**config.mk**
```make
export PLATFORM = sky130hd
export DESIGN_NAME = deadline_countdown_table
export DESIGN_NICKNAME = d
export VERILOG_FILES = /design/src/hdl/dct_pkg.sv /design/src/hdl/dct_cmp.sv /design/src/hdl/dct_store.sv /design/src/hdl/dct_ctrl.sv /design/src/hdl/deadline_countdown_table.sv
export SDC_FILE = /design/constraint.sdc
export NUM_CORES = 1
export LEC_CHECK = 0
export BUFFER_PORTS_ARGS = -buffer_cell sky130_fd_sc_hd__buf_2
export CORE_ASPECT_RATIO = 1.1
export CORE_UTILIZATION = 30
export CTS_BUF_LIST = sky130_fd_sc_hd__clkbuf_4
export DETAILED_ROUTE_END_ITERATION = 16
export PLACE_DENSITY = 0.57
export SYNTH_ARGS = -nofsm -noshare
export SYNTH_HDL_FRONTEND = slang
export SYNTH_SLANG_ARGS = --single-unit
```
**constraint.sdc**
```tcl
create_clock -name clk -period 15.45 [get_ports clk]
set_input_delay 3.8625 -clock clk [delete_from_list [all_inputs] [get_ports clk]]
set_output_delay 3.8625 -clock clk [all_outputs]
set_load 0.05 [all_outputs]
```
**src/hdl/dct_pkg.sv**
```systemverilog
// ----------------------------------------------------------------------------
// dct_pkg: shared types and constants of the deadline countdown table
// Holds the table size, operation and status codes, the sequencer states
// and the structs passed between the controller, slot store and top level.
// ----------------------------------------------------------------------------
`default_nettype none

package dct_pkg;

    localparam int ENTRIES = 8;
    localparam int IDX_W   = (ENTRIES > 1) ? $clog2(ENTRIES) : 1;
    localparam int LIVE_W  = $clog2(ENTRIES + 1);

    localparam logic [30:0] COUNT_MAX = 31'h7FFF_FFFF;

    typedef enum logic [2:0] {
        F_REGISTER   = 3'd0,
        F_UNREGISTER = 3'd1,
        F_SET_SLICE  = 3'd2,
        F_READ_REM   = 3'd3,
        F_TRIGGER    = 3'd4,
        F_STOP       = 3'd5,
        F_CLEAR_STOP = 3'd6,
        F_COUNT      = 3'd7
    } func_t;

    typedef enum logic [1:0] {
        ST_OK        = 2'd0,
        ST_NOT_FOUND = 2'd1,
        ST_FULL      = 2'd2,
        ST_CB_REJECT = 2'd3
    } status_t;

    typedef enum logic [1:0] {
        S_IDLE  = 2'd0,
        S_FIND  = 2'd1,
        S_APPLY = 2'd2,
        S_MIN   = 2'd3
    } state_t;

    // Write request into the slot store; tag covers id and flags.
    typedef struct packed {
        logic             en_slice;
        logic             en_rem;
        logic             en_tag;
        logic [IDX_W-1:0] idx;
        logic [30:0]      slice;
        logic [30:0]      rem;
        logic [31:0]      id;
        logic [7:0]       flags;
    } slot_wr_t;

    typedef struct packed {
        logic [30:0] slice;
        logic [30:0] rem;
        logic [31:0] id;
    } slot_rd_t;

    typedef struct packed {
        logic        eq;
        logic        lt;
    } cmp_t;

    typedef struct packed {
        logic              fin;
        status_t           status;
        logic [31:0]       new_id;
        logic [31:0]       remaining;
        logic [LIVE_W-1:0] live;
        logic [30:0]       countdown;
        logic              stop;
    } result_t;

    // Periods below 1 become 1.
    function automatic logic [30:0] clamp_slice(input logic [31:0] raw);
        logic [30:0] s;
        s = raw[30:0];
        if (raw[31] || (raw == 32'd0)) begin
            s = 31'd1;
        end
        return s;
    endfunction

endpackage

`default_nettype wire

```
**src/hdl/dct_cmp.sv**
```systemverilog
// ----------------------------------------------------------------------------
// dct_cmp: shared compare unit
// One 33-bit subtractor that gives equality (id match) and unsigned
// less-than (minimum search) for whichever operands the sequencer selects.
// ----------------------------------------------------------------------------
`default_nettype none

module dct_cmp
    import dct_pkg::*;
(
    input  logic [31:0] a,
    input  logic [31:0] b,
    output cmp_t        res
);

    logic [32:0] diff;

    assign diff   = {1'b0, a} - {1'b0, b};
    assign res.lt = diff[32];
    assign res.eq = (diff[31:0] == 32'd0);

endmodule

`default_nettype wire

```
**src/hdl/dct_store.sv**
```systemverilog
// ----------------------------------------------------------------------------
// dct_store: slot table
// Per-slot slice, remaining count, id and flags; one write port and one
// read port addressed by the sequencer's scan index.
// ----------------------------------------------------------------------------
`default_nettype none

module dct_store
    import dct_pkg::*;
(
    input  logic             clk,
    input  logic             rst_n,
    input  slot_wr_t         wr,
    input  logic [IDX_W-1:0] rd_idx,
    output slot_rd_t         rd
);

    logic [30:0] slice_reg [ENTRIES];
    logic [30:0] rem_reg   [ENTRIES];
    logic [31:0] id_reg    [ENTRIES];
    logic [7:0]  flags_reg [ENTRIES];

    // Zero slice marks a free slot, so it clears on reset.
    always_ff @(posedge clk or negedge rst_n)
    begin
        if (!rst_n)
        begin
            for (int i = 0; i < ENTRIES; i++)
            begin
                slice_reg[i] <= '0;
            end
        end
        else if (wr.en_slice)
        begin
            slice_reg[wr.idx] <= wr.slice;
        end
    end

    always_ff @(posedge clk)
    begin
        if (wr.en_rem)
        begin
            rem_reg[wr.idx] <= wr.rem;
        end
        if (wr.en_tag)
        begin
            id_reg[wr.idx]    <= wr.id;
            flags_reg[wr.idx] <= wr.flags;
        end
    end

    assign rd.slice = slice_reg[rd_idx];
    assign rd.rem   = rem_reg[rd_idx];
    assign rd.id    = id_reg[rd_idx];

endmodule

`default_nettype wire

```
**src/hdl/dct_ctrl.sv**
```systemverilog
// ----------------------------------------------------------------------------
// dct_ctrl: operation sequencer
// Latches a command, scans the slots for a free or matching entry, applies
// the change and re-arms the countdown through a minimum scan.
// ----------------------------------------------------------------------------
`default_nettype none

module dct_ctrl
    import dct_pkg::*;
(
    input  logic             clk,
    input  logic             rst_n,
    input  logic             start,
    input  logic [2:0]       func,
    input  logic [31:0]      entry_id,
    input  logic [31:0]      slice,
    input  logic [7:0]       entry_flags,
    input  logic             callback_ok,
    input  logic             oom_req,
    output logic             busy,
    output slot_wr_t         wr,
    output logic [IDX_W-1:0] rd_idx,
    input  slot_rd_t         rd,
    output logic [31:0]      cmp_a,
    output logic [31:0]      cmp_b,
    input  cmp_t             cmp,
    output result_t          res
);

    localparam logic [IDX_W-1:0] LAST_IDX = IDX_W'(ENTRIES - 1);

    state_t            state_reg,     state_next;
    logic [IDX_W-1:0]  idx_reg,       idx_next;
    func_t             func_reg,      func_next;
    logic [31:0]       id_reg,        id_next;
    logic [30:0]       slice_reg,     slice_next;
    logic [7:0]        flags_reg,     flags_next;
    logic              oom_reg,       oom_next;
    logic [30:0]       best_reg,      best_next;
    logic [31:0]       idc_reg,       idc_next;
    logic [LIVE_W-1:0] live_reg,      live_next;
    logic [30:0]       countdown_reg, countdown_next;
    logic              stop_reg,      stop_next;

    logic [31:0] idc_inc;
    logic        hit;
    logic [30:0] cand;
    logic        rearm;

    always_ff @(posedge clk or negedge rst_n)
    begin
        if (!rst_n)
        begin
            state_reg     <= S_IDLE;
            idc_reg       <= '0;
            live_reg      <= '0;
            countdown_reg <= '0;
            stop_reg      <= 1'b0;
        end
        else
        begin
            state_reg     <= state_next;
            idc_reg       <= idc_next;
            live_reg      <= live_next;
            countdown_reg <= countdown_next;
            stop_reg      <= stop_next;
        end
    end

    always_ff @(posedge clk)
    begin
        idx_reg   <= idx_next;
        func_reg  <= func_next;
        id_reg    <= id_next;
        slice_reg <= slice_next;
        flags_reg <= flags_next;
        oom_reg   <= oom_next;
        best_reg  <= best_next;
    end

    // Id counter wraps and skips zero.
    assign idc_inc = (idc_reg == 32'hFFFF_FFFF) ? 32'd1 : idc_reg + 32'd1;

    assign busy   = (state_reg != S_IDLE);
    assign rd_idx = idx_reg;

    always_comb
    begin
        if (state_reg == S_MIN)
        begin
            cmp_a = {1'b0, rd.rem};
            cmp_b = {1'b0, best_reg};
        end
        else
        begin
            cmp_a = rd.id;
            cmp_b = id_reg;
        end
    end

    always_comb
    begin
        state_next     = state_reg;
        idx_next       = idx_reg;
        func_next      = func_reg;
        id_next        = id_reg;
        slice_next     = slice_reg;
        flags_next     = flags_reg;
        oom_next       = oom_reg;
        best_next      = best_reg;
        idc_next       = idc_reg;
        live_next      = live_reg;
        countdown_next = countdown_reg;
        stop_next      = stop_reg;

        wr          = '0;
        wr.idx      = idx_reg;
        wr.flags    = flags_reg;
        wr.id       = idc_inc;

        res           = '0;
        res.status    = ST_OK;
        hit           = 1'b0;
        cand          = best_reg;
        rearm         = 1'b0;

        case (state_reg)
            S_IDLE:
            begin
                if (start)
                begin
                    func_next  = func_t'(func);
                    id_next    = entry_id;
                    slice_next = clamp_slice(slice);
                    flags_next = entry_flags;
                    oom_next   = oom_req;
                    idx_next   = '0;
                    case (func_t'(func))
                        F_REGISTER:
                        begin
                            if (!callback_ok)
                            begin
                                res.fin    = 1'b1;
                                res.status = ST_CB_REJECT;
                            end
                            else
                            begin
                                state_next = S_FIND;
                            end
                        end
                        F_UNREGISTER, F_SET_SLICE, F_READ_REM, F_TRIGGER:
                        begin
                            state_next = S_FIND;
                        end
                        F_STOP:
                        begin
                            stop_next      = 1'b1;
                            countdown_next = '0;
                            res.fin        = 1'b1;
                        end
                        F_CLEAR_STOP:
                        begin
                            stop_next = 1'b0;
                            if (oom_req)
                            begin
                                countdown_next = '0;
                                res.fin        = 1'b1;
                            end
                            else
                            begin
                                best_next  = COUNT_MAX;
                                state_next = S_MIN;
                            end
                        end
                        default:
                        begin
                            res.fin = 1'b1;
                        end
                    endcase
                end
            end

            S_FIND:
            begin
                if (func_reg == F_REGISTER)
                begin
                    hit = (rd.slice == '0);
                end
                else
                begin
                    hit = (rd.slice != '0) && cmp.eq && (id_reg != 32'd0);
                end

                if (hit)
                begin
                    state_next = S_APPLY;
                end
                else if (idx_reg == LAST_IDX)
                begin
                    res.fin    = 1'b1;
                    state_next = S_IDLE;
                    if (func_reg == F_REGISTER)
                    begin
                        res.status = ST_FULL;
                    end
                    else
                    begin
                        res.status = ST_NOT_FOUND;
                    end
                    if (func_reg == F_READ_REM)
                    begin
                        res.remaining = 32'hFFFF_FFFF;
                    end
                end
                else
                begin
                    idx_next = idx_reg + IDX_W'(1);
                end
            end

            S_APPLY:
            begin
                case (func_reg)
                    F_REGISTER:
                    begin
                        wr.en_slice = 1'b1;
                        wr.en_rem   = 1'b1;
                        wr.en_tag   = 1'b1;
                        wr.slice    = slice_reg;
                        wr.rem      = slice_reg;
                        idc_next    = idc_inc;
                        live_next   = live_reg + LIVE_W'(1);
                        rearm       = 1'b1;
                    end
                    F_UNREGISTER:
                    begin
                        wr.en_slice = 1'b1;
                        wr.slice    = '0;
                        if (live_reg != '0)
                        begin
                            live_next = live_reg - LIVE_W'(1);
                        end
                        rearm = 1'b1;
                    end
                    F_SET_SLICE:
                    begin
                        wr.en_slice = 1'b1;
                        wr.en_rem   = 1'b1;
                        wr.slice    = slice_reg;
                        wr.rem      = slice_reg;
                        rearm       = 1'b1;
                    end
                    F_READ_REM:
                    begin
                        res.remaining = {1'b0, rd.rem};
                        res.fin       = 1'b1;
                        state_next    = S_IDLE;
                    end
                    F_TRIGGER:
                    begin
                        wr.en_rem      = 1'b1;
                        wr.rem         = '0;
                        countdown_next = '0;
                        res.fin        = 1'b1;
                        state_next     = S_IDLE;
                    end
                    default:
                    begin
                        res.fin    = 1'b1;
                        state_next = S_IDLE;
                    end
                endcase

                if (rearm)
                begin
                    if (stop_reg || oom_reg)
                    begin
                        countdown_next = '0;
                        res.fin        = 1'b1;
                        state_next     = S_IDLE;
                    end
                    else
                    begin
                        best_next  = COUNT_MAX;
                        idx_next   = '0;
                        state_next = S_MIN;
                    end
                end
            end

            S_MIN:
            begin
                if ((rd.slice != '0) && cmp.lt)
                begin
                    cand = rd.rem;
                end
                best_next = cand;
                if (idx_reg == LAST_IDX)
                begin
                    countdown_next = (cand == '0) ? 31'd1 : cand;
                    res.fin        = 1'b1;
                    state_next     = S_IDLE;
                end
                else
                begin
                    idx_next = idx_reg + IDX_W'(1);
                end
            end

            default:
            begin
                state_next = S_IDLE;
            end
        endcase

        if (res.fin && (res.status == ST_OK) && (state_reg != S_IDLE)
            && (func_reg == F_REGISTER))
        begin
            res.new_id = idc_next;
        end
        res.live      = live_next;
        res.countdown = countdown_next;
        res.stop      = stop_next;
    end

endmodule

`default_nettype wire

```
**src/hdl/deadline_countdown_table.sv**
```systemverilog
// ----------------------------------------------------------------------------
// deadline_countdown_table: table of periodic deadline entries
// Top level: command port, slot store, shared compare unit, result register.
// ----------------------------------------------------------------------------
// Usage:
//   Present a command on func and its operand ports and raise start; the
//   command is taken at a clock edge where start is high and busy is low.
//   Each command yields one result beat: done is high for exactly one cycle
//   with status, new_id, remaining_out, live_entries, countdown_out and
//   stop_out valid in that cycle. The receiver cannot stall the beat.
//   Stop, clear stop with a pending out-of-memory, count and a rejected
//   register answer in the cycle after acceptance and leave busy low.
//   Lookup commands scan the slots one per cycle, then take an apply
//   step; a change that re-arms the countdown adds a minimum scan over
//   all slots unless a stop or out-of-memory is pending. Both scans share
//   the single compare unit, one use per cycle.
//   Reset clears every slot to free, the id counter, the live count, the
//   countdown and the stop flag; no clearing pass is needed.
// ----------------------------------------------------------------------------
`default_nettype none

module deadline_countdown_table
    import dct_pkg::*;
(
    input  logic               clk,
    input  logic               rst_n,
    input  logic               start,
    output logic               busy,
    input  logic [2:0]         func,
    input  logic [31:0]        entry_id,
    input  logic signed [31:0] slice,
    input  logic [7:0]         entry_flags,
    input  logic               callback_ok,
    input  logic               oom_req,
    output logic               done,
    output logic [1:0]         status,
    output logic [31:0]        new_id,
    output logic signed [31:0] remaining_out,
    output logic [3:0]         live_entries,
    output logic [30:0]        countdown_out,
    output logic               stop_out
);

    slot_wr_t         wr;
    slot_rd_t         rd;
    logic [IDX_W-1:0] rd_idx;
    logic [31:0]      cmp_a;
    logic [31:0]      cmp_b;
    cmp_t             cmp;
    result_t          res;

    logic               done_reg;
    logic [1:0]         status_reg;
    logic [31:0]        new_id_reg;
    logic [31:0]        remaining_reg;
    logic [3:0]         live_reg;
    logic [30:0]        countdown_reg;
    logic               stop_reg;

    dct_ctrl u_ctrl (
        .clk         (clk),
        .rst_n       (rst_n),
        .start       (start),
        .func        (func),
        .entry_id    (entry_id),
        .slice       (slice),
        .entry_flags (entry_flags),
        .callback_ok (callback_ok),
        .oom_req     (oom_req),
        .busy        (busy),
        .wr          (wr),
        .rd_idx      (rd_idx),
        .rd          (rd),
        .cmp_a       (cmp_a),
        .cmp_b       (cmp_b),
        .cmp         (cmp),
        .res         (res)
    );

    dct_store u_store (
        .clk    (clk),
        .rst_n  (rst_n),
        .wr     (wr),
        .rd_idx (rd_idx),
        .rd     (rd)
    );

    dct_cmp u_cmp (
        .a   (cmp_a),
        .b   (cmp_b),
        .res (cmp)
    );

    // Strobe the result beat for one cycle after the sequencer finishes.
    always_ff @(posedge clk or negedge rst_n)
    begin
        if (!rst_n)
        begin
            done_reg <= 1'b0;
        end
        else
        begin
            done_reg <= res.fin;
        end
    end

    // Hold the payload of the last beat; load only on a finished command.
    always_ff @(posedge clk)
    begin
        if (res.fin)
        begin
            status_reg    <= res.status;
            new_id_reg    <= res.new_id;
            remaining_reg <= res.remaining;
            live_reg      <= 4'(res.live);
            countdown_reg <= res.countdown;
            stop_reg      <= res.stop;
        end
    end

    assign done          = done_reg;
    assign status        = status_reg;
    assign new_id        = new_id_reg;
    assign remaining_out = remaining_reg;
    assign live_entries  = live_reg;
    assign countdown_out = countdown_reg;
    assign stop_out      = stop_reg;

endmodule

`default_nettype wire

```
==> results of run 1 <==
-- layer usage --
metal  up-vias  part of all wire [%]  global-route usage [%]
li1      12500                     -                       -
met1     13400                    47                    21.7
met2       950                    44                    22.4
met3       156                   6.5                    3.10
met4         4                   1.9                    5.15
met5         -                 0.025                       0
-- report_power, final --
group / internal, µW / switching [µW] / leakage [µW]
clock: 1260 / 1070 / 0.00204
combinational: 995 / 2110 / 0.00502
sequential: 3340 / 209 / 0.0102
-- Yosys cell counts (4+ instances only) --
library cell	count	area, µm²
nor4_1	72	450
and3_1	13	81.3
a31oi_1	10	62.6
and4_1	5	43.8
and2_1	35	219
edfxtp_1	707	21200
a211oi_1	26	195
buf_2	31	155
nor2b_1	58	363
inv_1	59	221
buf_1	4	15.0
o31ai_1	15	113
mux2i_1	70	701
a21o_1	4	30.0
o21a_1	7	52.6
mux2_2	17	191
xor2_1	29	254
o21ai_0	404	2020
nor3_1	38	190
ha_1	40	500
clkbuf_1	135	507
a22oi_1	7	52.6
dfrtp_1	319	7980
nand4_1	46	288
or3_1	5	31.3
xnor2_1	33	289
nor4b_1	12	105
o41ai_1	4	35.0
o21ai_1	4	20.0
a21oi_2	4	35.0
nand2b_1	19	119
nand3_1	33	165
mux4_2	126	2840
nor2_1	110	413
o211ai_1	11	82.6
a21oi_1	67	335
nand3b_1	5	37.5
nand2_1	481	1810
-- final timing paths --
path                                  startpoint  slack [ns]  depth (start not counted)                     end
hold / removal             u_store.slice_reg[70]        0.48                          2   u_store.slice_reg[70]
setup reg to reg                       flip-flop        7.04                         20       remaining_out[27]
min in group asynchronous                  rst_n        2.71                          1  u_store.slice_reg[191]
setup / recovery                       flip-flop        7.04                         20       remaining_out[27]
hold reg to reg            u_store.slice_reg[70]        0.48                          2   u_store.slice_reg[70]
max in group asynchronous                  rst_n       11.36                          2   u_store.slice_reg[99]
-- critical path, delay by kind of cell, from the launching register on --
kind | cells | cell delay, ns
XOR/XNOR | 1 | 0.14
buffers and inverters | 5 | 2.92
adder cells (fa/ha/maj) | 2 | 0.68
multiplexers | 2 | 0.84
flip-flops | 1 | 0.41
AO/OA/AOI/OAI | 6 | 1.95
AND/OR/NAND/NOR | 4 | 0.85
-- layout make-up --
class	instances	area, µm²
Antenna cell	8	20.0
Timing Repair Buffer	226	1290
Tap cell	1911	2390
Fill cell	14000	92600
Clock buffer	425	3190
Sequential cell	1029	29300
Inverter	59	221
Clock inverter	35	164
Multi-Input combinational cell	1867	12900
-- kinds of logic (layout without fill, tap and decap cells) --
family,count (synthesis),in the layout
other,0,8
adders and majority gates,41,41
buffers and inverters,235,745
and+or+nand+nor,948,948
xor gates and xnor gates,62,62
muxes,213,213
AOI/OAI and AO/OA,603,603
DFF,1029,1029
-- per-stage QoR --
| step | instances | setup WS, ns |
|---|---|---|
| after floorplan | 3131 | 4.20 |
| after global placement | 5092 | 7.14 |
| after detailed placement | 5092 | 7.10 |
| after CTS | 5552 | 7.01 |
| after global routing | 5558 | 6.49 |
| final | 5560 | 7.04 |
==> summary.txt, run 1 <==
Outcome
  – Status: finished, final reports clean

Clocking
  – CTS max path bufs: 4
  – CTS Hold Bufs: 0
  – Post-CTS sizing: 0
  – CTS H-tree lvls: 5
  – Worst skew pair latency: 1.20 ns
  – TritonCTS Buffers: about 280
  – Root buf cell: clkbuf_4
  – Setup bufs post-CTS: 0
  – CTS tree: built
  – Clock sinks: approximately 1000
  – Worst-path clk slew: around 0.06 ns

Power and ir drop
  – Pwr dens: about 180 nW/µm²
  – Overall Power: between 8000 and 9000 µW
  – VDD IR max: about 0.13 mV
  – Static leakage: 0.0172 µW

Yosys
  – Synth Cell Area: 42900 µm²
  – Post-synth EDFFs: roughly 700
  – Compound-Gate Fraction of Synth Area: approximately 8%
  – Yosys reg bits: 1029
  – Synth Instances: around 3100
  – Avg Synthesized Cell Area: around 14 µm²
  – Main flop type after synthesis: edfxtp_1
  – Adder-Cell Fraction of Synth Area: roughly 1.2%
  – Simple-Gate Fraction of Synth Area: between 10% and 20%
  – Ys Warns: 0
  – Main combinational cell family by area after synthesis: simple AND/OR/NAND/NOR gates
  – Syn nets: about 3300
  – Post-synthesis cell type count: 80
  – Seq/Total Area, Yosys: around two thirds
  – Asr flop ratio synth: around 31%
  – Post-synthesis xor/xnor area fraction: 1.27%
  – Mux contribution to synthesized area: under 10%

Final layout
  – Max reg flops: about 260
  – Most common cell after layout, fill and taps aside: edfxtp_1
  – Core Util, Final: 34.8%
  – NumNets Final: ~3600
  – Layout cells sized above 1: a little under a quarter
  – Most frequent cells in the layout: edfxtp_1, nand2_1, clkbuf_4
  – Layout Area Growth over Synthesis: 15.2%
  – Final Instance Area: 49500 µm²

Detailed routing
  – Vias: between 20000 and 30000
  – Total Wirelength: roughly 110 mm
  – Post-DRT Antenna Nets: 0
  – Drt pass-1 iters: 5
  – DRC: 0
  – Routed vias/inst: about 5
  – Routed length per instance: slightly below 20 µm
  – Initial DRC count: 2286

Worst setup path
  – CP peak stage delay: around 0.84 ns
  – Worst Path Arrival: 9.13 ns
  – Worst EP required: between 15 and 20 ns
  – Max FO, Critical Path: 62
  – Slowest-stage cell, CP: buf_4
  – CP dominant cell by count: buf_4
  – Crit path kind: reg -> reg
  – Startpoint Class: flip-flop
  – Worst path cell trace: buf_4, buf_4, mux4_2, mux2i_1, nand2_1, o21ai_0, ha_1, inv_1, fa_1, a211oi_1, o211ai_1, a22oi_1, nand2_1, a31oi_1, xor2_1, and4b_1, and4b_4, o41ai_4, buf_4, buf_4
  – Worst Setup End Kind: flip-flop

Die
  – Die Footprint: approximately 140000 µm²
  – Chip height: 399 µm
  – Initial Util: 30.2%
  – Core Box Area: between 100000 and 150000 µm²
  – I/O pins: 184
  – Number of cell rows: around 150
  – Die Width: ~360 µm

GRT
  – First-pass GRT wire length: ~170 mm
  – Total gr overflow: 0
  – Total track usage: between 10% and 20%
  – Vias in the first global route: 27200
  – Initial antenna violation count: 7
  – Pin count of the biggest net entering global routing: around 180

Timing
  – Final hold vios: 0
  – RSZ-0062 raised after global routing: false
  – Worst Skew: 0.107 ns
  – Final worst path period share: 54.4%
  – Slew Limit Fails: 0
  – Worst hold slack: ~0.48 ns
  – Min Tclk post-route: 8.41 ns
  – Fmax: about 120 MHz
  – Relative slew margins: between 15 and 20%
  – Worst-margin pin slew: 1.23 ns
  – Setup Viol. Count Final: 0
  – Final setup TNS: 0 ns

Job
  – Max-cap violations: 0

Placed design
  – Area after DPL: roughly 46000 µm²
  – RePlAce Congestion: 0.900
  – Post-DP HPWL: roughly 70 mm
  – Port-buffer cells: about 180

Min path
  – Worst hold path type: reg -> reg
Note: power is estimated with default switching activity, not from simulation.
==> run 2, diff against run 1 <==
Settings changed: PLACE_DENSITY 0.57 to 0.56.
Clock period 15.45 ns to 8.6 ns, I/O delays scaled along.
==> run 2 against run 1 <==
Utilization grew 0.14 points. Setup slack got worse by 5.3 ns. Non-clock buffer count grew 7. Clock power grew 82%. Sequential share of layout area decreased by 0.23 points. Largest power group unchanged. Maximum frequency increased by 23%. Clock-buffer cell count up 1. Die area unchanged. Global-route usage grew 0.25 points. Register-to-register slack got worse by 5.3 ns.
==> summary.txt, run 2 (synthesis results as in run 1) <==
Outcome
  – Status: finished, final reports clean

Clocking
  – CTS H-tree lvls: 5 (unchanged)
  – Setup bufs post-CTS: 0 (unchanged)
  – Worst skew pair latency: 1.22 ns (+0.02 ns)
  – Worst-path clk slew: 0.06 ns (about the same)
  – Root buf cell: clkbuf_4
  – TritonCTS Buffers: 287 (+1.1%)
  – CTS max path bufs: 4 (unchanged)
  – CTS tree: built
  – Clock sinks: 1029 (unchanged)
  – Post-CTS sizing: 0 (unchanged)
  – CTS Hold Bufs: 0 (unchanged)

Worst setup path
  – Worst setup path endpoint: remaining_out[1]
  – Worst EP required: 9.35 ns (-6.82 ns)
  – Crit path kind: reg -> reg
  – WP buf/inv: 2 (-3)
  – Reg2Reg Setup Slack: 1.76 ns (-5.28 ns)
  – Worst Setup End Kind: flip-flop
  – Reg2reg path depth: 18 (-10%)
  – Crit-path leading delay family: compound AO/OA/AOI/OAI gates
  – Slowest-stage cell, CP: dfxtp_4
  – Startpoint Class: flip-flop
  – Max FO, Critical Path: 40 (-35%)
  – Worst Path Arrival: 7.59 ns (-1.54 ns)
  – Worst path cell trace: mux4_2, mux2i_1, nand2_1, o21ai_0, ha_1, inv_1, fa_1, a211oi_1, o211ai_1, a22oi_1, nand2_1, a21bo_2, mux2_2, a211oi_1, and4b_4, nand2b_1, buf_4, o21ai_0
  – R2r endpoint: remaining_out[1]
  – Cell depth of the worst setup path: 18 (-10%)
  – CP peak stage delay: 0.89 ns (+0.05 ns)

Detailed routing
  – Initial DRC count: 2227 (-2.6%)
  – Vias: 27200 (+0.39%)
  – DRC: 0 (unchanged)
  – Routed vias/inst: 4.86 (-0.18%)
  – Metal3 WL: 6.73 mm (-5.2%)
  – Total Wirelength: 110 mm (+1.6%)
  – Met2 Wirelength: 48.6 mm (+0.98%)
  – DRT met1 WL: 52.7 mm (+2.8%)
  – Highest routed layer: met4
  – Drt pass-1 iters: 6 (+1)
  – Post-DRT Antenna Nets: 0 (unchanged)
  – Routed length per instance: 19.7 µm (+1.0%)

Timing
  – Final worst path period share: 79.5% (+25 points)
  – Relative slew margins: 23.2% (+6.2 points)
  – Final hold vios: 0 (unchanged)
  – Worst-margin pin slew: 1.15 ns (-0.0867 ns)
  – Min Tclk post-route: 6.84 ns (-1.57 ns)
  – Final setup TNS: 0 ns (unchanged)
  – Setup Viol. Count Final: 0 (unchanged)
  – Fmax: 146 MHz (+23%)
  – Slew Limit Fails: 0 (unchanged)
  – Worst Skew: 0.112 ns (+0.00503 ns)
  – RSZ-0062 raised after global routing: false

Die
  – Number of cell rows: 145 (unchanged)
  – Die Width: 363 µm (unchanged)
  – Chip height: 399 µm (unchanged)
  – I/O pins: 184 (unchanged)
  – Core Box Area: 142000 µm² (unchanged)
  – Initial Util: 30.2% (unchanged)
  – Die Footprint: 145000 µm² (unchanged)

Placed design
  – RePlAce Congestion: 0.885 (-1.7%)
  – Port-buffer cells: 175 (unchanged)
  – Post-DP HPWL: 71.5 mm (+2.1%)

Final layout
  – Layout cells sized above 1: 23.9% (+0.30 points)
  – Most common cell after layout, fill and taps aside: edfxtp_1
  – Most frequent cells in the layout: edfxtp_1, nand2_1, clkbuf_4
  – Max reg flops: 256 (unchanged)
  – Core Util, Final: 34.9% (+0.14 points)
  – Layout Area Growth over Synthesis: 15.7%
  – NumNets Final: 3598 (+0.28%)

GRT
  – Total gr overflow: 0 (unchanged)
  – First-pass GRT wire length: 168 mm (+1.4%)
  – Total track usage: 15.3% (+0.25 points)
  – Pin count of the biggest net entering global routing: 194 (+10%)
  – Initial antenna violation count: 6 (-1)
  – Vias in the first global route: 27600 (+1.5%)

Job
  – Max-cap violations: 0 (unchanged)

Power and ir drop
  – Static leakage: 0.0173 µW (+0.45%)
  – VDD IR max: 0.191 mV (+52%)
  – Pwr dens: 327 nW/µm² (+80%)

Min path
  – Worst hold path type: reg -> reg
run 2: changes by cell type in the layout (fill, tap and decap cells not counted), sizes merged:
cell	before	now
buf	226	233
clkbuf	425	426
clkinv	30	47
clkinvlp	0	1
diode	8	11
inv	63	66
run 2: per-layer routing:
metal | vias to the layer above | global-route usage [%]
met4 | 0 | 5.44
met3 | 171 | 3.55
li1 | 12600 | -
met2 | 873 | 22.7
met5 | - | 0
met1 | 13600 | 21.8
run 2: where the power goes:
group          internal (µW)  total [µW]  switching (µW)  leakage (µW)
sequential              6000        6420             418        0.0101
combinational           1810        5580            3770       0.00507
clock                   2280        4250            1970       0.00210
total                  10100       16300            6160        0.0173
run 2: worst min-delay path by stage:
stage | to | depth (start not counted) | slack [ns] | start
6_report | u_store.slice_reg[225] | 2 | 0.48 | u_store.slice_reg[225]
5_1_grt | u_store.slice_reg[100] | 2 | 0.50 | u_store.slice_reg[100]
4_1_cts | u_ctrl.countdown_reg[0] | 1 | 0.48 | u_ctrl.countdown_reg[0]
3_5_place_dp | u_ctrl.countdown_reg[0] | 1 | 0.46 | u_ctrl.countdown_reg[0]
3_3_place_gp | u_ctrl.countdown_reg[0] | 1 | 0.46 | u_ctrl.countdown_reg[0]
2_1_floorplan | u_ctrl.countdown_reg[0] | 1 | 0.44 | u_ctrl.countdown_reg[0]
run 2: layout make-up:
type | count | area [µm²]
flip-flops and latches | 1029 | 29300
clock inverters | 56 | 255
inverters | 59 | 221
repair buffers | 233 | 1380
well taps | 1911 | 2390
diodes | 11 | 27.5
fillers | 14000 | 92400
clock buffers | 426 | 3200
multi-input cells | 1867 | 12900
run 2: metrics by stage:
step | hold WS (ns) | setup slack [ns] | instances | power, µW | cell area, µm²
after CTS | 0.479 | 1.70 | 5581 | 16400 | 49600
after global routing | 0.500 | 1.34 | 5589 | 17200 | 49600
after global placement | 0.458 | 1.75 | 5099 | 12100 | 46200
after detailed placement | 0.458 | 1.74 | 5099 | 12100 | 46200
final | 0.478 | 1.76 | 5592 | 16300 | 49600
after floorplan | 0.441 | 0.0357 | 3131 | 10300 | 42900
run 2: worst reg2reg max path, cell delays in order, from the launching register on:
cell      delay [ns]
dfxtp_4         0.89
mux4_2          0.62
mux2i_1         0.55
nand2_1         0.12
o21ai_0         0.12
ha_1            0.21
inv_1           0.07
fa_1            0.47
a211oi_1        0.37
o211ai_1        0.19
a22oi_1         0.36
nand2_1         0.20
a21bo_2         0.27
mux2_2          0.29
a211oi_1        0.29
and4b_4         0.49
nand2b_1        0.16
buf_4           0.39
o21ai_0         0.41
